**src/lccb_pkg.sv**
```systemverilog
// Package for the LED color crossfade block: opcodes, register indexes,
// sequencer states, request structs and fixed widths.
// No dependencies.
`default_nettype none

package lccb_pkg;

    // fixed field widths
    localparam int COLOR_W    = 8;
    localparam int COUNT_W    = 16;
    localparam int WEIGHT_W   = 9;
    localparam int BEAT_W     = 5;
    localparam int CFG_IDX_W  = 2;
    localparam int CFG_DATA_W = 16;
    localparam int IN_DATA_W  = 72;
    localparam int OUT_DATA_W = 24;
    localparam int OP_W       = 2;

    // divider produces one quotient bit per step
    localparam int DIV_STEPS  = 8;
    localparam int DIV_CNT_W  = $clog2(DIV_STEPS);

    // constants of the color math
    localparam logic [WEIGHT_W-1:0] WEIGHT_FULL = 9'd256;
    localparam logic [COLOR_W-1:0]  LEVEL_MAX   = 8'd255;
    localparam logic [BEAT_W-1:0]   BEAT_START  = 5'd16;

    typedef enum logic [OP_W-1:0] {
        OP_EVAL    = 2'd0,
        OP_TICK    = 2'd1,
        OP_BEAT    = 2'd2,
        OP_RESTART = 2'd3
    } opcode_t;

    typedef enum logic [CFG_IDX_W-1:0] {
        CFG_SMOOTH_STEPS  = 2'd0,
        CFG_HOST_MODE     = 2'd1,
        CFG_BEAT_ENABLED  = 2'd2,
        CFG_IGNORE_PERIOD = 2'd3
    } cfg_idx_t;

    typedef enum logic [3:0] {
        ST_IDLE,
        ST_QDIV,
        ST_WEIGHT,
        ST_EDIV,
        ST_BLEND,
        ST_FLASH,
        ST_TICK_RD,
        ST_TICK_WR,
        ST_DONE
    } state_t;

    // request to the shared divider: num < den, quotient = num*256/den
    typedef struct packed {
        logic               start;
        logic [COUNT_W-1:0] num;
        logic [COUNT_W-1:0] den;
    } div_req_t;

    // operands of the shared multiply-add: (w0*x + w1*y) >> 8
    typedef struct packed {
        logic [WEIGHT_W-1:0] w0;
        logic [COLOR_W-1:0]  x;
        logic [WEIGHT_W-1:0] w1;
        logic [COLOR_W-1:0]  y;
    } mix_op_t;

endpackage

`default_nettype wire

```
**src/led_color_crossfade_beat.sv**
```systemverilog
// Top level of the LED color crossfade block: sequencer, strip step memory,
// configuration registers and output register. Uses lccb_pkg, lccb_div, lccb_mix.
`default_nettype none

// One request is taken at a time; s_axis_tready is high only while the sequencer
// is idle, and a finished result waits in the output register without blocking
// the next request. An evaluate passes at most twice through the shared divider
// (eight quotient steps and a done strobe each, for the green indicator level
// and the crossfade weight), picks the weight, sends each color channel through
// the shared multiply-add for the blend and then the flash, and hands off the
// result. A tick walks the strip step memory with one read and one write per
// strip; beat and restart go straight to the hand-off. Configuration must be
// written by the user through cfg_we/cfg_index/cfg_data only while no request
// is in flight; the block itself has no logic that enforces this.

module led_color_crossfade_beat
    import lccb_pkg::*;
#(
    parameter int STRIP_COUNT = 8
)
(
    input  wire logic                    clk,
    input  wire logic                    rst_n,

    input  wire logic                    cfg_we,
    input  wire logic [CFG_IDX_W-1:0]    cfg_index,
    input  wire logic [CFG_DATA_W-1:0]   cfg_data,

    input  wire logic                    s_axis_tvalid,
    output logic                         s_axis_tready,
    // strip_index, start_red, start_green, start_blue, end_red, end_green,
    // end_blue, ignore_count, zero pad
    input  wire logic [IN_DATA_W-1:0]    s_axis_tdata,
    // opcode
    input  wire logic [OP_W-1:0]         s_axis_tuser,

    output logic                         m_axis_tvalid,
    input  wire logic                    m_axis_tready,
    // out_red, out_green, out_blue
    output logic [OUT_DATA_W-1:0]        m_axis_tdata,
    // mood_wrap
    output logic                         m_axis_tuser
);

    localparam int SW = (STRIP_COUNT > 1) ? $clog2(STRIP_COUNT) : 1;
    localparam logic [SW-1:0] LAST_STRIP = SW'(STRIP_COUNT - 1);

    // configuration registers
    logic [COLOR_W-1:0]  smooth_steps_reg;
    logic                host_mode_reg;
    logic                beat_enabled_reg;
    logic [COUNT_W-1:0]  ignore_period_reg;

    always_ff @(posedge clk or negedge rst_n)
    begin
        if (!rst_n)
        begin
            smooth_steps_reg  <= '0;
            host_mode_reg     <= 1'b1;
            beat_enabled_reg  <= 1'b0;
            ignore_period_reg <= 16'd100;
        end
        else if (cfg_we)
        begin
            unique case (cfg_idx_t'(cfg_index))
                CFG_SMOOTH_STEPS:  smooth_steps_reg  <= cfg_data[COLOR_W-1:0];
                CFG_HOST_MODE:     host_mode_reg     <= cfg_data[0];
                CFG_BEAT_ENABLED:  beat_enabled_reg  <= cfg_data[0];
                CFG_IGNORE_PERIOD: ignore_period_reg <= cfg_data;
                default:           host_mode_reg     <= host_mode_reg;
            endcase
        end
    end

    // input fields
    logic [2:0]          in_idx;
    logic [47:0]         in_colors;
    logic [COUNT_W-1:0]  in_count;
    logic                in_idx_ok;
    logic                s_accept;

    assign in_idx    = s_axis_tdata[2:0];
    assign in_colors = s_axis_tdata[50:3];
    assign in_count  = s_axis_tdata[66:51];
    assign in_idx_ok = (32'(in_idx) < STRIP_COUNT);
    assign s_accept  = s_axis_tvalid && s_axis_tready;

    // sequencer and datapath registers
    state_t              state_reg, state_next;
    logic [2:0]          idx_reg, idx_next;
    logic                idx_ok_reg, idx_ok_next;
    logic [47:0]         colors_reg, colors_next;
    logic [WEIGHT_W-1:0] e_reg, e_next;
    logic [COLOR_W-1:0]  c_reg, c_next;
    logic [1:0]          ch_reg, ch_next;
    logic [COLOR_W-1:0]  red_reg, red_next;
    logic [COLOR_W-1:0]  green_reg, green_next;
    logic [COLOR_W-1:0]  blue_reg, blue_next;
    logic                wrap_reg, wrap_next;
    logic [SW-1:0]       ptr_reg, ptr_next;
    logic [BEAT_W-1:0]   beat_reg, beat_next;
    logic [COLOR_W-1:0]  phase_reg, phase_next;
    logic                half_reg, half_next;
    logic [STRIP_COUNT-1:0] strip_valid_reg, strip_valid_next;
    logic                m_valid_reg, m_valid_next;
    logic [OUT_DATA_W-1:0] m_data_reg, m_data_next;
    logic                m_user_reg, m_user_next;

    // strip step memory
    logic [COLOR_W-1:0]  step_mem [STRIP_COUNT];
    logic [COLOR_W-1:0]  rd_data_reg;
    logic                rd_valid_reg;
    logic [SW-1:0]       rd_addr;
    logic                mem_we;
    logic [SW-1:0]       mem_waddr;
    logic [COLOR_W-1:0]  mem_wdata;

    // shared units
    div_req_t            div_req;
    logic                div_done;
    logic [DIV_STEPS-1:0] div_quot;
    mix_op_t             mix_op;
    logic [COLOR_W-1:0]  mix_res;

    // operand helpers
    logic [COLOR_W-1:0]  step_val;
    logic [COLOR_W-1:0]  start_ch;
    logic [COLOR_W-1:0]  end_ch;
    logic [WEIGHT_W-1:0] lift;

    lccb_div u_div
    (
        .clk   (clk),
        .rst_n (rst_n),
        .req   (div_req),
        .done  (div_done),
        .quot  (div_quot)
    );

    lccb_mix u_mix
    (
        .op  (mix_op),
        .res (mix_res)
    );

    always_ff @(posedge clk)
    begin
        if (mem_we)
        begin
            step_mem[mem_waddr] <= mem_wdata;
        end
        rd_data_reg <= step_mem[rd_addr];
    end

    // channel operand selection and flash weight
    always_comb
    begin
        case (ch_reg)
            2'd0:
            begin
                start_ch = colors_reg[7:0];
                end_ch   = colors_reg[31:24];
            end
            2'd1:
            begin
                start_ch = colors_reg[15:8];
                end_ch   = colors_reg[39:32];
            end
            default:
            begin
                start_ch = colors_reg[23:16];
                end_ch   = colors_reg[47:40];
            end
        endcase
        lift     = beat_enabled_reg ? WEIGHT_W'({beat_reg, 1'b0}) : '0;
        step_val = rd_valid_reg ? rd_data_reg : '0;
    end

    // next state and datapath control
    always_comb
    begin
        state_next       = state_reg;
        idx_next         = idx_reg;
        idx_ok_next      = idx_ok_reg;
        colors_next      = colors_reg;
        e_next           = e_reg;
        c_next           = c_reg;
        ch_next          = ch_reg;
        red_next         = red_reg;
        green_next       = green_reg;
        blue_next        = blue_reg;
        wrap_next        = wrap_reg;
        ptr_next         = ptr_reg;
        beat_next        = beat_reg;
        phase_next       = phase_reg;
        half_next        = half_reg;
        strip_valid_next = strip_valid_reg;
        m_valid_next     = m_valid_reg && !m_axis_tready;
        m_data_next      = m_data_reg;
        m_user_next      = m_user_reg;
        rd_addr          = SW'(idx_reg);
        mem_we           = 1'b0;
        mem_waddr        = ptr_reg;
        mem_wdata        = '0;
        div_req          = '0;
        mix_op.w0        = WEIGHT_FULL - e_reg;
        mix_op.x         = start_ch;
        mix_op.w1        = e_reg;
        mix_op.y         = end_ch;

        unique case (state_reg)
            ST_IDLE:
            begin
                rd_addr = SW'(in_idx);
                if (s_accept)
                begin
                    idx_next    = in_idx;
                    idx_ok_next = in_idx_ok;
                    colors_next = in_colors;
                    red_next    = '0;
                    green_next  = '0;
                    blue_next   = '0;
                    wrap_next   = 1'b0;
                    ch_next     = '0;
                    ptr_next    = '0;
                    unique case (opcode_t'(s_axis_tuser))
                        OP_EVAL:
                        begin
                            if (in_count == '0)
                            begin
                                state_next = ST_WEIGHT;
                            end
                            else if (in_count >= ignore_period_reg)
                            begin
                                green_next = LEVEL_MAX;
                                state_next = ST_DONE;
                            end
                            else
                            begin
                                div_req.start = 1'b1;
                                div_req.num   = in_count;
                                div_req.den   = ignore_period_reg;
                                state_next    = ST_QDIV;
                            end
                        end
                        OP_TICK:
                        begin
                            if (beat_reg != '0)
                            begin
                                beat_next = beat_reg - 1'b1;
                            end
                            half_next = !half_reg;
                            if (half_reg)
                            begin
                                phase_next = phase_reg + 1'b1;
                                wrap_next  = (phase_reg == LEVEL_MAX);
                            end
                            state_next = ST_TICK_RD;
                        end
                        OP_BEAT:
                        begin
                            beat_next  = BEAT_START;
                            state_next = ST_DONE;
                        end
                        OP_RESTART:
                        begin
                            if (in_idx_ok)
                            begin
                                mem_we    = 1'b1;
                                mem_waddr = SW'(in_idx);
                                mem_wdata = '0;
                            end
                            state_next = ST_DONE;
                        end
                        default:
                        begin
                            state_next = ST_DONE;
                        end
                    endcase
                end
            end

            // green indicator level
            ST_QDIV:
            begin
                if (div_done)
                begin
                    if (div_quot != '0)
                    begin
                        green_next = div_quot;
                        state_next = ST_DONE;
                    end
                    else
                    begin
                        state_next = ST_WEIGHT;
                    end
                end
            end

            // crossfade end weight
            ST_WEIGHT:
            begin
                if (!host_mode_reg)
                begin
                    e_next     = WEIGHT_W'(phase_reg);
                    state_next = ST_BLEND;
                end
                else if (!idx_ok_reg || step_val >= smooth_steps_reg)
                begin
                    if (idx_ok_reg || smooth_steps_reg == '0)
                    begin
                        e_next     = WEIGHT_FULL;
                        state_next = ST_BLEND;
                    end
                    else
                    begin
                        e_next     = '0;
                        state_next = ST_BLEND;
                    end
                end
                else
                begin
                    div_req.start = 1'b1;
                    div_req.num   = COUNT_W'(step_val);
                    div_req.den   = COUNT_W'(smooth_steps_reg);
                    state_next    = ST_EDIV;
                end
            end

            ST_EDIV:
            begin
                if (div_done)
                begin
                    e_next     = WEIGHT_W'(div_quot);
                    state_next = ST_BLEND;
                end
            end

            // blend start and end of one channel
            ST_BLEND:
            begin
                c_next     = mix_res;
                state_next = ST_FLASH;
            end

            // lift the blended channel toward white
            ST_FLASH:
            begin
                mix_op.w0 = lift;
                mix_op.x  = LEVEL_MAX;
                mix_op.w1 = WEIGHT_FULL - lift;
                mix_op.y  = c_reg;
                case (ch_reg)
                    2'd0:    red_next   = mix_res;
                    2'd1:    green_next = mix_res;
                    default: blue_next  = mix_res;
                endcase
                if (ch_reg == 2'd2)
                begin
                    state_next = ST_DONE;
                end
                else
                begin
                    ch_next    = ch_reg + 1'b1;
                    state_next = ST_BLEND;
                end
            end

            // walk the strip steps, one read and one write per strip
            ST_TICK_RD:
            begin
                rd_addr    = ptr_reg;
                state_next = ST_TICK_WR;
            end

            ST_TICK_WR:
            begin
                rd_addr   = ptr_reg;
                mem_we    = 1'b1;
                mem_waddr = ptr_reg;
                mem_wdata = (step_val >= smooth_steps_reg) ? smooth_steps_reg
                                                           : step_val + 1'b1;
                if (ptr_reg == LAST_STRIP)
                begin
                    state_next = ST_DONE;
                end
                else
                begin
                    ptr_next   = ptr_reg + 1'b1;
                    state_next = ST_TICK_RD;
                end
            end

            // hand the result to the output register
            ST_DONE:
            begin
                if (!m_valid_reg || m_axis_tready)
                begin
                    m_valid_next = 1'b1;
                    m_data_next  = {blue_reg, green_reg, red_reg};
                    m_user_next  = wrap_reg;
                    state_next   = ST_IDLE;
                end
            end

            default:
            begin
                state_next = ST_IDLE;
            end
        endcase

        if (mem_we)
        begin
            strip_valid_next[mem_waddr] = 1'b1;
        end
    end

    // state register
    always_ff @(posedge clk or negedge rst_n)
    begin
        if (!rst_n)
        begin
            state_reg <= ST_IDLE;
        end
        else
        begin
            state_reg <= state_next;
        end
    end

    // control and persistent state
    always_ff @(posedge clk or negedge rst_n)
    begin
        if (!rst_n)
        begin
            beat_reg        <= '0;
            phase_reg       <= '0;
            half_reg        <= 1'b0;
            strip_valid_reg <= '0;
            rd_valid_reg    <= 1'b0;
            m_valid_reg     <= 1'b0;
            m_data_reg      <= '0;
            m_user_reg      <= 1'b0;
            ch_reg          <= '0;
            ptr_reg         <= '0;
        end
        else
        begin
            beat_reg        <= beat_next;
            phase_reg       <= phase_next;
            half_reg        <= half_next;
            strip_valid_reg <= strip_valid_next;
            rd_valid_reg    <= strip_valid_reg[rd_addr];
            m_valid_reg     <= m_valid_next;
            m_data_reg      <= m_data_next;
            m_user_reg      <= m_user_next;
            ch_reg          <= ch_next;
            ptr_reg         <= ptr_next;
        end
    end

    // request payload and working values
    always_ff @(posedge clk)
    begin
        idx_reg    <= idx_next;
        idx_ok_reg <= idx_ok_next;
        colors_reg <= colors_next;
        e_reg      <= e_next;
        c_reg      <= c_next;
        red_reg    <= red_next;
        green_reg  <= green_next;
        blue_reg   <= blue_next;
        wrap_reg   <= wrap_next;
    end

    assign s_axis_tready = (state_reg == ST_IDLE);
    assign m_axis_tvalid = m_valid_reg;
    assign m_axis_tdata  = m_data_reg;
    assign m_axis_tuser  = m_user_reg;

endmodule

`default_nettype wire

```
**src/lccb_div.sv**
```systemverilog
// Shared restoring divider, one quotient bit per cycle.
// Computes num*256/den for num < den. Depends on lccb_pkg.
`default_nettype none

module lccb_div
    import lccb_pkg::*;
(
    input  wire logic                clk,
    input  wire logic                rst_n,
    input  wire div_req_t            req,
    output logic                     done,
    output logic [DIV_STEPS-1:0]     quot
);

    logic                  busy_reg;
    logic                  done_reg;
    logic [DIV_CNT_W-1:0]  cnt_reg;
    logic [COUNT_W-1:0]    rem_reg;
    logic [COUNT_W-1:0]    den_reg;
    logic [DIV_STEPS-1:0]  quot_reg;

    logic [COUNT_W:0]      trial;
    logic [COUNT_W:0]      diff;
    logic                  ge;
    logic [COUNT_W-1:0]    rem_next;

    // one restoring step: remainder stays below the divisor
    always_comb
    begin
        trial    = {rem_reg, 1'b0};
        diff     = trial - {1'b0, den_reg};
        ge       = (trial >= {1'b0, den_reg});
        rem_next = ge ? diff[COUNT_W-1:0] : trial[COUNT_W-1:0];
    end

    // step counter and quotient shift register
    always_ff @(posedge clk or negedge rst_n)
    begin
        if (!rst_n)
        begin
            busy_reg <= 1'b0;
            done_reg <= 1'b0;
            cnt_reg  <= '0;
            rem_reg  <= '0;
            den_reg  <= '0;
            quot_reg <= '0;
        end
        else if (req.start)
        begin
            busy_reg <= 1'b1;
            done_reg <= 1'b0;
            cnt_reg  <= '0;
            rem_reg  <= req.num;
            den_reg  <= req.den;
        end
        else if (busy_reg)
        begin
            rem_reg  <= rem_next;
            quot_reg <= {quot_reg[DIV_STEPS-2:0], ge};
            cnt_reg  <= cnt_reg + 1'b1;
            if (cnt_reg == DIV_CNT_W'(DIV_STEPS - 1))
            begin
                busy_reg <= 1'b0;
                done_reg <= 1'b1;
            end
        end
        else
        begin
            done_reg <= 1'b0;
        end
    end

    assign done = done_reg;
    assign quot = quot_reg;

endmodule

`default_nettype wire

```
**src/lccb_mix.sv**
```systemverilog
// Shared multiply-add for the crossfade blend and the beat flash.
// Result is (w0*x + w1*y) >> 8. Depends on lccb_pkg.
`default_nettype none

module lccb_mix
    import lccb_pkg::*;
(
    input  wire mix_op_t          op,
    output logic [COLOR_W-1:0]    res
);

    logic [WEIGHT_W+COLOR_W-1:0] p0;
    logic [WEIGHT_W+COLOR_W-1:0] p1;
    logic [15:0]                 sum;

    // weights add up to 256 so the sum stays below 2^16
    always_comb
    begin
        p0  = op.w0 * op.x;
        p1  = op.w1 * op.y;
        sum = 16'(p0 + p1);
        res = sum[15:8];
    end

endmodule

`default_nettype wire

```
**config.mk**
```make
export PLATFORM = sky130hd
export DESIGN_NAME = led_color_crossfade_beat
export DESIGN_NICKNAME = d
export VERILOG_FILES = /design/src/lccb_pkg.sv /design/src/led_color_crossfade_beat.sv /design/src/lccb_div.sv /design/src/lccb_mix.sv
export SDC_FILE = /design/constraint.sdc
export NUM_CORES = 1
export LEC_CHECK = 0
export BUFFER_PORTS_ARGS = -buffer_cell sky130_fd_sc_hd__buf_4
export CAP_MARGIN = 20
export CORE_ASPECT_RATIO = 1.1
export CORE_MARGIN = 5
export CORE_UTILIZATION = 55
export DETAILED_ROUTE_END_ITERATION = 10
export PLACE_DENSITY = 0.73
export SLEW_MARGIN = 20
export SYNTH_ARGS = -nofsm -noshare
export SYNTH_HDL_FRONTEND = slang
export SYNTH_SLANG_ARGS = --single-unit
```
**constraint.sdc**
```tcl
create_clock -name clk -period 11.3 [get_ports clk]
set_input_delay 2.26 -clock clk [delete_from_list [all_inputs] [get_ports clk]]
set_output_delay 2.26 -clock clk [all_outputs]
set_load 0.1 [all_outputs]
```
==> Yosys cells after proc, flatten, opt, wreduce, memory -nomap -nowiden <==
Memories as Yosys holds them, arrays and structs flattened. A register that Yosys moved wholly into a read port is not among the register bits.
Cells that the tools add are included.
{ "op_classes": {"n_mux": 78, "multipliers": 2, "addsub": 10, "eq_ne": 32, "bitwise": 2, "n_lt_le_gt_ge": 6, "reduce_logical": 41} }
{ "ops": {"columns": ["operator", "count"], "rows": [
  ["33-bit 2-to-1 mux", 6],
  ["8-bit 2-to-1 mux", 13],
  ["33-bit one-hot mux with 2 select lines", 1],
  ["8-bit one-hot mux with 2 select lines", 4],
  ["16-bit 2-to-1 mux", 3],
  ["4-bit 2-to-1 mux", 9],
  ["4-bit one-hot mux with 9 select lines", 1],
  ["34-bit 2-to-1 mux", 1],
  ["9-bit by 8-bit multiplier with 16-bit output", 2],
  ["3-bit 2-to-1 mux", 9],
  ["9-bit 2-to-1 mux", 3],
  ["8-bit one-hot mux with 3 select lines", 1],
  ["9-bit one-hot mux with 2 select lines", 1],
  ["3-bit AND reduction", 6],
  ["17-bit by 16-bit greater-or-equal comparator with 1-bit output", 1],
  ["16-bit adder", 1],
  ["8-bit by 1-bit adder with 8-bit output (second input constant)", 2],
  ["4-bit by 3-bit == test with 1-bit output (second input constant)", 4],
  ["16-bit greater-or-equal comparator", 1],
  ["16-bit zero test", 1],
  ["2-bit AND reduction", 8],
  ["16-bit subtractor", 1],
  ["1-bit 2-to-1 mux", 14],
  ["2-bit != test (second input constant)", 6],
  ["other kinds (41)", 72]
]} }
{ "totals": {"output_inout_bits": 27, "ff_bits": 222, "mem_bits_rw": 64, "inputBits": 97, "word_cells": 201, "mem_count": 1} }
{ "memory_table": {"columns": ["memory", "words", "word_bits", "read_ports", "rd_clocked_by_memory_dff", "wr", "line", "source"], "rows": [
  ["step_mem", 8, 8, 1, 1, 1, "led_color_crossfade_beat.sv:110", "logic [COLOR_W-1:0] step_mem [STRIP_COUNT];"]
]} }

==> Depth between registers and ports, before layout <==
Gate-level depths: netlist of run 1.
{ "logic_depth": {"ltp_word": 9, "mapped_depth": 29, "mapped_depth_nobuf": 28} }

==> By module <==
From an unflattened synthesis of run 1, not the netlist that was laid out.
{ "unflattened": {"cells_unflattened": 1838, "area_unflattened_um2": 19142.1} }
{ "modules_own_cells": {"columns": ["mod", "instances", "seq_area_each_um2", "area_per_inst_um2", "cells_per_inst"], "rows": [
  ["led_color_crossfade_beat", 1, 6981.7, 11516.0, 967],
  ["lccb_mix", 1, 0.0, 4535.6, 508],
  ["lccb_div", 1, 1126.1, 3090.5, 363]
]} }

==> Least setup slack after synthesis of run 1 <==
OpenSTA, ideal clock, no wires.
{ "synth_timing": {"path_type": "reg2reg", "from": "reg state_reg[0]", "to": "reg green_reg[7] (data pin)", "required_ns": 11.039, "slack_ns": 3.958, "setup_time_ns": 0.261, "arrival_ns": 7.081, "period_less_slack_ns": 7.342, "n_path_buf": 4, "path_stages_with_launch": 26, "cell_sequence": "dfrtp_1 -> buf_2 -> nand4bb_4 -> clkbuf_1 -> clkbuf_1 -> clkbuf_1 -> a21o_1 -> nand2_1 -> fa_1 -> fa_1 -> inv_1 -> fa_1 -> fa_1 -> fa_1 -> inv_1 -> fa_1 -> inv_1 -> ha_1 -> and3_1 -> a221oi_2 -> o41ai_4 -> o31ai_4 -> o2111ai_4 -> o31a_4 -> xnor2_2 -> a221o_1"} }
{ "synth_between": {"elab_chain_cells": 6, "word_cells_on_any_way": 9, "classes_between": "add/sub: 1; mul: 2; eq/ne: 2; mux: 3; reduce/logical: 1"} }
{ "synth_lines": {"columns": ["item", "line", "source"], "rows": [
  ["from (decl)", "led_color_crossfade_beat.sv:89", "state_t state_reg, state_next;"],
  ["from (signal assigned)", "led_color_crossfade_beat.sv:427", "state_reg <= state_next;"],
  ["4-bit by 3-bit == test with 1-bit output (*)", "led_color_crossfade_beat.sv:211", "unique case (state_reg)"],
  ["34-bit 2-to-1 mux (*)", "led_color_crossfade_beat.sv:211", null],
  ["9-bit by 8-bit multiplier with 16-bit output, on equally long branches", "lccb_mix.sv:19, lccb_mix.sv:20", null],
  ["16-bit adder (*)", "lccb_mix.sv:21", "sum = 16'(p0 + p1);"],
  ["named net mix_res[7]", "led_color_crossfade_beat.sv:123", "logic [COLOR_W-1:0] mix_res;"],
  ["8-bit 2-to-1 mux (*)", "led_color_crossfade_beat.sv:353", "case (ch_reg)"],
  ["8-bit one-hot mux with 3 select lines (*)", "led_color_crossfade_beat.sv:211", null],
  ["named net green_next[7]", "led_color_crossfade_beat.sv:97", "logic [COLOR_W-1:0] green_reg, green_next;"],
  ["to (signal assigned)", "led_color_crossfade_beat.sv:471", "green_reg <= green_next;"],
  ["to (decl)", "led_color_crossfade_beat.sv:97", null]
]} }
The timed path passes the listed nets; every way through them passes the cells marked *. The select of a mux whose other input is x is not followed.
A chain may end at the register's enable or synchronous reset.

==> Final worst setup path of run 1 <==
{ "layout_timing": {"from": "reg ch_reg[1]", "to": "reg green_reg[7] (data pin)"} }
{ "layout_between": {"elab_chain_cells": 7, "word_cells_on_any_way": 10, "classes_between": "add/sub: 1; mul: 2; eq/ne: 1; mux: 5; reduce/logical: 1"} }
{ "layout_lines": {"columns": ["item", "line", "source"], "rows": [
  ["from (decl)", "led_color_crossfade_beat.sv:95", "logic [1:0] ch_reg, ch_next;"],
  ["from (signal assigned)", "led_color_crossfade_beat.sv:457", "ch_reg <= ch_next;"],
  ["2-bit by 1-bit == test with 1-bit output or 2-bit zero test (tied branches)", "led_color_crossfade_beat.sv:158", "case (ch_reg)"],
  ["8-bit one-hot mux with 2 select lines", "led_color_crossfade_beat.sv:158", null],
  ["34-bit 2-to-1 mux (*)", "led_color_crossfade_beat.sv:211", null],
  ["9-bit by 8-bit multiplier with 16-bit output, on equally long branches", "lccb_mix.sv:19, lccb_mix.sv:20", null],
  ["16-bit adder (*)", "lccb_mix.sv:21", null],
  ["named net mix_res[7]", "led_color_crossfade_beat.sv:123", null],
  ["8-bit 2-to-1 mux (*)", "led_color_crossfade_beat.sv:353", null],
  ["8-bit one-hot mux with 3 select lines (*)", "led_color_crossfade_beat.sv:211", null],
  ["named net green_next[7]", "led_color_crossfade_beat.sv:97", null]
]} }
Marks and branches as above.

==> results of run 1 <==
==> worst reg2reg max path, cell delays in order (launching register included) <==
cell and delay, ns:
dfrtp_1 0.40, inv_1 0.09, ha_1 0.72, nor2_4 0.28, a21oi_1 0.49, a21oi_1 0.32, nor2b_1 0.26, fa_1 0.51
inv_1 0.05, fa_1 0.47, inv_1 0.06, fa_1 0.52, fa_1 0.53, fa_1 0.52, fa_1 0.51, ha_1 0.34
and3_1 0.22, a221oi_2 0.49, o41ai_4 0.22, o31ai_4 0.35, o2111ai_4 0.20, o31a_4 0.31, xnor2_2 0.15, a221o_1 0.35
==> per-stage QoR <==
stage / utilization, % / setup slack (ns) / instances
2_1_floorplan: - / 3.96 / 1780
3_3_place_gp: 59.6 / 2.83 / 2280
3_5_place_dp: 59.6 / 2.80 / 2280
4_1_cts: 62.9 / 2.79 / 2338
5_1_grt: 62.9 / 2.30 / 2338
6_report: 62.9 / 2.71 / 2338
==> metal layers <==
layer / global-route usage [%] / vias to the layer above / share of wire (%)
met5: 0 / - / 0
met4: 8.99 / 0 / 3.9
met3: 3.71 / 88 / 6.0
met2: 43.3 / 432 / 51
met1: 30.3 / 6668 / 39
li1: - / 6243 / -
==> final cells by class <==
type	instances	area (um^2)	area share, %
multi-input cells	1207	9460	45.0
clock buffers	39	858	4.09
inverters	216	811	3.86
well taps	432	541	2.57
repair buffers	131	987	4.70
clock inverters	19	234	1.11
flip-flops and latches	294	8110	38.6
==> worst max-delay path by stage <==
stage,startpoint,endpoint,slack (ns),depth (start not counted)
4_1_cts,ch_reg[1],green_reg[7],2.79,23
3_3_place_gp,ch_reg[0],green_reg[7],2.83,26
3_5_place_dp,ch_reg[0],green_reg[7],2.80,26
2_1_floorplan,state_reg[0],green_reg[7],3.96,25
5_1_grt,ch_reg[0],green_reg[7],2.30,26
6_report,ch_reg[1],green_reg[7],2.71,23
==> synthesized netlist by cell type (11+ instances only) <==
master,n
and3_1,11
nor3_1,15
nand2_1,202
dfrtp_1,125
edfxtp_1,157
buf_2,14
xor2_1,18
a21oi_1,65
o21ai_0,93
fa_1,107
a211oi_1,11
o211ai_1,12
mux2i_1,11
o21a_1,11
nand3_1,42
xnor2_1,31
a22oi_1,20
a22o_1,16
a21o_1,11
clkbuf_1,44
and2_1,26
or2_2,13
nand2b_1,22
ha_1,111
nor2_1,179
mux2_2,54
inv_1,216
==> cells in the final DEF, fill, tap and decap left out, types with 12 or more instances in the layout <==
cell type	netlist	final
inv_1	216	215
nand2_1	202	201
nor2_1	179	179
edfxtp_1	157	157
buf_4	2	130
dfrtp_1	125	125
ha_1	111	111
fa_1	107	107
o21ai_0	93	93
a21oi_1	65	65
mux2_2	54	54
nand3_1	42	42
clkbuf_16	0	33
xnor2_1	31	31
and2_1	26	26
nand2b_1	22	22
a22oi_1	20	20
xor2_1	18	18
a22o_1	16	16
nor3_1	15	14
or2_2	13	13
o211ai_1	12	12
==> cell families after synthesis <==
family	Yosys count	synth area share, %
adder cells (fa/ha/maj)	218	19.0
flip-flops	294	43.6
AO/OA/AOI/OAI	305	11.1
XOR/XNOR	51	2.48
AND/OR/NAND/NOR	568	14.2
multiplexers	65	3.86
buffers and inverters	279	5.80
==> results.sh, run 1 <==
export IMPL_cts_resized=0
export IMPL_numCtsBuffers=31
export IMPL_hp_start="strip_valid_reg[7]"
export IMPL_dp_hpwl_um=34100
export IMPL_yosysTopAreaCellShare_pct=25.3
export IMPL_cpPeakStageDelay_ns=0.72
export IMPL_initial_utilization_pct=55.7
export IMPL_largest_reg_flops=64
export IMPL_dr_total_vias=13400
export IMPL_reg2reg_to="green_reg[7]"
export IMPL_synth_distinct_cells=84
export IMPL_path_max_fanout=18
export IMPL_routedWlPerCell_um=19.6
export IMPL_period_minus_slack_ns=8.59
export IMPL_netlist_instances=1780
export IMPL_synth_ff_type="edfxtp_1"
export IMPL_nFillCells=2696
export IMPL_grt_use_total_pct=24.5
export IMPL_netlist_top_cells_area="edfxtp_1 25%, dfrtp_1 17%, fa_1 12%"
export IMPL_postCtsSetupBuffers=0
export IMPL_synth_edf_count=157
export IMPL_synth_net_count=2095
export IMPL_worst_pin_slew_ns=1.05
export IMPL_path_delay_family="adder cells"
export IMPL_finalHoldViolations=0
export IMPL_numClockSinks=294
export IMPL_rows=70
export IMPL_rsz0062_at_grt="false"
export IMPL_port_buffers=118
export IMPL_criticalPathCategory="reg -> reg"
export IMPL_holdPathStages=1
export IMPL_yosysTopAreaCell="edfxtp_1"
export IMPL_critPathSlowestCell="ha_1"
export IMPL_grt_antenna_before_repair=0
export IMPL_ys_seq_area_share_pct=43.6
export IMPL_worstHoldEndpoint="strip_valid_reg[7]"
export IMPL_maxCapViolCount=0
export IMPL_synthArstFlopShare_pct=43.9
export IMPL_core_area_mm2=0.0334
export IMPL_place_area_mm2=0.0199
export IMPL_dr_pass1_iters=5
export IMPL_ctsHoldBuffers=0
export IMPL_fp_dieW_um=185
export IMPL_die_h_um=203
export IMPL_hp_class="reg -> reg"
export IMPL_grt_max_degree=69
export IMPL_start_kind="flip-flop"
export IMPL_crit_arrival_ns=8.91
export IMPL_wl_um=45800
export IMPL_root_buffer="clkbuf_16"
export IMPL_grt_pass1_wl_um=73200
export IMPL_slew_headroom_pct=29.7
export IMPL_finClkSkew_ns=0.0166
export IMPL_post_route_period_util_pct=76.1
export IMPL_first_global_vias=13900
export IMPL_critPathBufInv=3
export IMPL_r2r_setup_slack_ns=2.71
export IMPL_syn_avg_cell_area_um2=10.5
export IMPL_fin_nets=2196
export IMPL_clk_latency_ns=0.58
export IMPL_syn_area_mm2=0.0186
export IMPL_syn2layout_area_growth_pct=12.9
export IMPL_finalSetupTns_ns=0
export IMPL_maxSlewViolCount=0
export IMPL_whs_ns=0.471
export IMPL_gp_congestion=0.934
export IMPL_status="finished, final reports clean"
export IMPL_cp_required_ns=11.61
export IMPL_path_cells="inv_1, ha_1, nor2_4, a21oi_1, a21oi_1, nor2b_1, fa_1, inv_1, fa_1, inv_1, fa_1, fa_1, fa_1, fa_1, ha_1, and3_1, a221oi_2, o41ai_4, o31ai_4, o2111ai_4, o31a_4, xnor2_2, a221o_1"
export IMPL_io_pins=124
export IMPL_path_clk_slew_ns=0.06
export IMPL_vias_per_cell=5.74
export IMPL_fmax_mhz=116
export IMPL_antenna_left=0
export IMPL_ys_warn_count=0
export IMPL_path_common_cell="fa_1"
export IMPL_endpoint_kind="flip-flop"
export IMPL_finalInstanceArea_mm2=0.0210
export IMPL_cts_tree="yes"
export IMPL_grt_overflow=0
export IMPL_drc=0
export IMPL_finalSetupViolations=0
export IMPL_drive_gt1_share_pct=15.0
export IMPL_die_area_mm2=0.0376
export IMPL_htreeDepth=1
export IMPL_drt_iter0_drc=1006
export IMPL_clockBufferDepth=3
export IMPL_synth_seq_cells=294
export IMPL_critical_path_reg2reg_startpoint="ch_reg[1]"
export IMPL_antenna_cells=0
export IMPL_worstRegToRegCells=23
Power of run 1 is not shown: default switching activity piles up to over one toggle a cycle in this logic, so the estimate is an artifact.
==> run 2: changes to the inputs <==
==> constraint.sdc (replaced) <==
create_clock -name clk -period 8.3 [get_ports clk]
set_input_delay 1.66 -clock clk [delete_from_list [all_inputs] [get_ports clk]]
set_output_delay 1.66 -clock clk [all_outputs]
set_load 0.1 [all_outputs]
==> run 2 against run 1 <==
Compared with the run above:
- non-clock buffer count grew 27
- global-route usage shrank 0.46 points
- sequential share of layout area shrank 0.19 points
- count of clock-buffer cells in the layout is the same
- maximum frequency grew 10%
- flip-flop and latch count is the same
- critical endpoint unchanged
- worst setup slack lost 2.2 ns
==> results.sh, run 2 (same netlist as run 1, synthesis figures left out) <==
export IMPL_status="finished, final reports clean"
export IMPL_hp_class="reg -> reg"
export IMPL_post_route_period_util_pct=94.1
export IMPL_path_delay_family="adder cells"
export IMPL_grt_use_total_pct=24.0
export IMPL_worst_pin_slew_ns=1.03
export IMPL_critical_path_reg2reg_startpoint="ch_reg[0]"
export IMPL_start_kind="flip-flop"
export IMPL_port_buffers=118
export IMPL_cts_resized=0
export IMPL_r2r_setup_slack_ns=0.49
export IMPL_initial_utilization_pct=55.7
export IMPL_gp_congestion=0.937
export IMPL_first_global_vias=13900
export IMPL_grt_antenna_before_repair=0
export IMPL_utilization_pct=63.2
export IMPL_finalSetupTns_ns=0
export IMPL_fin_nets=2223
export IMPL_dr_pass1_iters=5
export IMPL_crit_arrival_ns=8.14
export IMPL_finClkSkew_ns=0.0174
export IMPL_core_area_mm2=0.0334
export IMPL_critPathBufInv=4
export IMPL_clockBufferDepth=3
export IMPL_layout_common_cells="215 x inv_1, 201 x nand2_1, 179 x nor2_1, 157 x edfxtp_1, 156 x buf_4"
export IMPL_grt_max_degree=69
export IMPL_slew_headroom_pct=30.9
export IMPL_io_pins=124
export IMPL_finalHoldViolations=0
export IMPL_numClockSinks=294
export IMPL_routedWlPerCell_um=19.1
export IMPL_rows=70
export IMPL_finalSetupViolations=0
export IMPL_antenna_left=0
export IMPL_worstRegToRegCells=25
export IMPL_dr_total_vias=13400
export IMPL_rsz0062_at_grt="false"
export IMPL_path_common_cell="fa_1"
export IMPL_maxSlewViolCount=0
export IMPL_htreeDepth=1
export IMPL_grt_overflow=0
export IMPL_layout_commonest_cell="inv_1"
export IMPL_cp_depth=25
export IMPL_dp_hpwl_um=34100
export IMPL_numCtsBuffers=31
export IMPL_largest_reg_flops=64
export IMPL_cp_required_ns=8.63
export IMPL_critPathSlowestCell="fa_1"
export IMPL_fp_dieW_um=185
export IMPL_drive_gt1_share_pct=16.1
export IMPL_grt_pass1_wl_um=72000
export IMPL_crit_start="ch_reg[0]"
export IMPL_reg2reg_to="green_reg[7]"
export IMPL_path_max_fanout=14
export IMPL_cpPeakStageDelay_ns=0.53
export IMPL_postCtsSetupBuffers=0
export IMPL_nFillCells=2696
export IMPL_clk_latency_ns=0.58
export IMPL_criticalPathCategory="reg -> reg"
export IMPL_root_buffer="clkbuf_16"
export IMPL_die_h_um=203
export IMPL_drt_iter0_drc=1065
export IMPL_cts_tree="yes"
export IMPL_critPathCapture="green_reg[7]"
export IMPL_vias_per_cell=5.66
export IMPL_ctsHoldBuffers=0
export IMPL_period_minus_slack_ns=7.81
export IMPL_maxCapViolCount=0
export IMPL_syn2layout_area_growth_pct=13.4
export IMPL_endpoint_kind="flip-flop"
export IMPL_drc=0
export IMPL_fmax_mhz=128
export IMPL_antenna_cells=0
export IMPL_die_area_mm2=0.0376
export IMPL_wl_um=45300
export IMPL_path_clk_slew_ns=0.06
run 2: cell types whose count changed in the layout (fill, tap and decap cells not counted), sizes merged:
cell / before / now
buf: 131 / 158
clkinv: 9 / 13
bufinv: 5 / 2
inv: 219 / 217
clkinvlp: 2 / 3
run 2: final cells by class:
type	instances	area (um^2)	area share, %
multi-input combinational	1207	9460	44.8
sequential	294	8110	38.4
clock inverter	19	158	0.747
tap	432	541	2.56
clock buffer	39	826	3.91
timing repair buffer	158	1200	5.70
inverter	216	811	3.84
run 2: worst reg2reg max path: cells and delay by family (launching register included):
kind | cells | cell delay [ns]
fa+ha+maj | 8 | 3.73
compound gates | 9 | 2.28
buf+inv | 4 | 0.51
simple gates | 3 | 0.48
flops | 1 | 0.43
xor+xnor | 1 | 0.15
run 2: how the worst min path moves through the flow:
stage                       startpoint                  to  slack [ns]  cells past startpoint
global placement    strip_valid_reg[0]  strip_valid_reg[0]        0.45                      1
finish              strip_valid_reg[4]  strip_valid_reg[4]        0.47                      1
global route        strip_valid_reg[6]  strip_valid_reg[6]        0.48                      1
floorplan           strip_valid_reg[1]  strip_valid_reg[1]        0.44                      1
CTS                 strip_valid_reg[3]  strip_valid_reg[3]        0.47                      1
detailed placement  strip_valid_reg[3]  strip_valid_reg[3]        0.45                      1
run 2: stage by stage:
step           setup WS [ns]  instances  instance area, um^2  hold WS, ns
3_3_place_gp           0.549       2307                20100        0.452
5_1_grt                0.193       2365                21100        0.482
2_1_floorplan          0.958       1780                18600        0.439
6_report               0.490       2365                21100        0.472
4_1_cts                0.468       2365                21100        0.470
3_5_place_dp           0.488       2307                20100        0.454
run 2: routing by layer:
metal  global-route usage (%)  up-vias  wire, um
met5                        0        -         0
met4                     8.21        0      1560
met3                     3.37       88      2490
met2                     42.4      411     22900
met1                     30.2     6568     18300
li1                         -     6312         -
Power of run 2 is left out for the same reason.
==> run 3: changes to the inputs <==
--- a/config.mk
+++ b/config.mk
@@ -11,7 +11,7 @@
 export CORE_MARGIN = 5
 export CORE_UTILIZATION = 55
 export DETAILED_ROUTE_END_ITERATION = 10
-export PLACE_DENSITY = 0.73
+export PLACE_DENSITY_LB_ADDON = 0.1
 export SLEW_MARGIN = 20
 export SYNTH_ARGS = -nofsm -noshare
 export SYNTH_HDL_FRONTEND = slang
==> run 3 against run 2 <==
Compared with the run above:
- sequential share of layout area fell by 0.057 points
- die area unchanged
- register-to-register slack got worse by 0.27 ns
- utilization rose by 0.094 points
- clock skew increased by 0.0069 ns
==> results.sh, run 3 (same netlist as run 1, synthesis figures left out) <==
export IMPL_path_clk_slew_ns=0.06
export IMPL_grt_use_total_pct=24.8
export IMPL_finalHoldViolations=0
export IMPL_dp_hpwl_um=35100
export IMPL_syn2layout_area_growth_pct=13.6
export IMPL_drc=0
export IMPL_slew_headroom_pct=30.3
export IMPL_finalInstanceArea_mm2=0.0211
export IMPL_clk_latency_ns=0.58
export IMPL_port_buffers=118
export IMPL_period_minus_slack_ns=8.08
export IMPL_hp_class="reg -> reg"
export IMPL_finClkSkew_ns=0.0243
export IMPL_die_area_mm2=0.0376
export IMPL_io_pins=124
export IMPL_post_route_period_util_pct=97.4
export IMPL_htreeDepth=1
export IMPL_finalSetupViolations=0
export IMPL_rsz0062_at_grt="false"
export IMPL_crit_arrival_ns=8.41
export IMPL_drive_gt1_share_pct=16.1
export IMPL_route_met3_wl_um=2450
export IMPL_numCtsBuffers=31
export IMPL_antenna_left=0
export IMPL_grt_overflow=0
export IMPL_fp_dieW_um=185
export IMPL_grt_antenna_before_repair=0
export IMPL_path_max_fanout=12
export IMPL_initial_utilization_pct=55.7
export IMPL_maxSlewViolCount=0
export IMPL_endpoint_kind="flip-flop"
export IMPL_fin_nets=2226
export IMPL_core_area_mm2=0.0334
export IMPL_status="finished, final reports clean"
export IMPL_layout_common_cells="215 x inv_1, 202 x nand2_1, 179 x nor2_1, 159 x buf_4, 157 x edfxtp_1"
export IMPL_grt_max_degree=68
export IMPL_numClockSinks=294
export IMPL_dr_pass1_iters=5
export IMPL_layout_commonest_cell="inv_1"
export IMPL_worst_pin_slew_ns=1.04
export IMPL_maxCapViolCount=0
export IMPL_wl_met1_um=18400
export IMPL_antenna_cells=0
export IMPL_drt_iter0_drc=893
export IMPL_root_buffer="clkbuf_16"
export IMPL_fmax_mhz=124
export IMPL_clockBufferDepth=3
export IMPL_path_common_cell="fa_1"
export IMPL_rows=70
export IMPL_worstRegToRegCells=25
export IMPL_met2_length_um=23700
export IMPL_finalSetupTns_ns=0
export IMPL_ctsHoldBuffers=0
export IMPL_wl_um=46300
export IMPL_critPathSlowestCell="fa_1"
export IMPL_holdPathStages=1
export IMPL_cts_tree="yes"
export IMPL_cp_required_ns=8.63
export IMPL_gp_congestion=0.979
export IMPL_start_kind="flip-flop"
export IMPL_dr_total_vias=13500
export IMPL_routedWlPerCell_um=19.5
export IMPL_die_h_um=203
export IMPL_criticalPathCategory="reg -> reg"
export IMPL_place_area_mm2=0.0201
export IMPL_r2r_setup_slack_ns=0.22
export IMPL_highest_layer="met4"
export IMPL_first_global_vias=13900
export IMPL_vias_per_cell=5.70
export IMPL_largest_reg_flops=64
export IMPL_grt_pass1_wl_um=73700
export IMPL_cpPeakStageDelay_ns=0.53
==> run 3: changes by cell type in the layout (fill, tap and decap cells not counted), moves of 2 or more <==
cell and change:
clkinvlp_4 -3, buf_4 +3, clkinv_2 -2, clkbuf_8 +2, clkbuf_1 +4
==> run 3: metal layers <==
metal  up-vias  track usage, %
li1       6318               -
met1      6665            31.5
met2       417            43.2
met3        93            3.37
met4         0            8.97
met5         -               0
==> run 3: layout make-up <==
cell class | instances | area (um^2)
clock buffers | 45 | 868
clock inverters | 13 | 111
fillers | 2750 | 12200
inverters | 216 | 811
multi-input cells | 1207 | 9470
flip-flops and latches | 294 | 8110
well taps | 432 | 541
repair buffers | 161 | 1220
==> run 3: timing repair <==
action / 4_1_cts / 5_1_grt
setup endpoints to repair: 0 / 2
setup buffers: 0 / 0
gates resized for setup: 0 / 2
==> run 3: final timing paths <==
path	startpoint	endpoint
min reg2reg	strip_valid_reg[1]	strip_valid_reg[1]
max	ch_reg[0]	green_reg[7]
min	strip_valid_reg[1]	strip_valid_reg[1]
min in group asynchronous	rst_n	ignore_period_reg[9]
max reg2reg	ch_reg[0]	green_reg[7]
max in group asynchronous	rst_n	beat_reg[1]
==> run 3: critical path, delay by kind of cell (launching register included) <==
kind	cells	cell delay (ns)
simple gates	2	0.37
fa+ha+maj	8	3.73
buf+inv	5	0.66
compound gates	9	2.51
xor+xnor	1	0.14
flops	1	0.41
==> run 3: stage by stage <==
step                      worst slack, ns  cells  hold slack, ns  util, %
after CTS                           0.159   2368           0.471     63.2
after floorplan                     0.958   1780           0.439        -
after global routing              0.00169   2368           0.483     63.3
final                               0.215   2368           0.472     63.3
after global placement              0.346   2310           0.453     60.3
after detailed placement            0.193   2310           0.456     60.3
Power of run 3 is left out for the same reason.
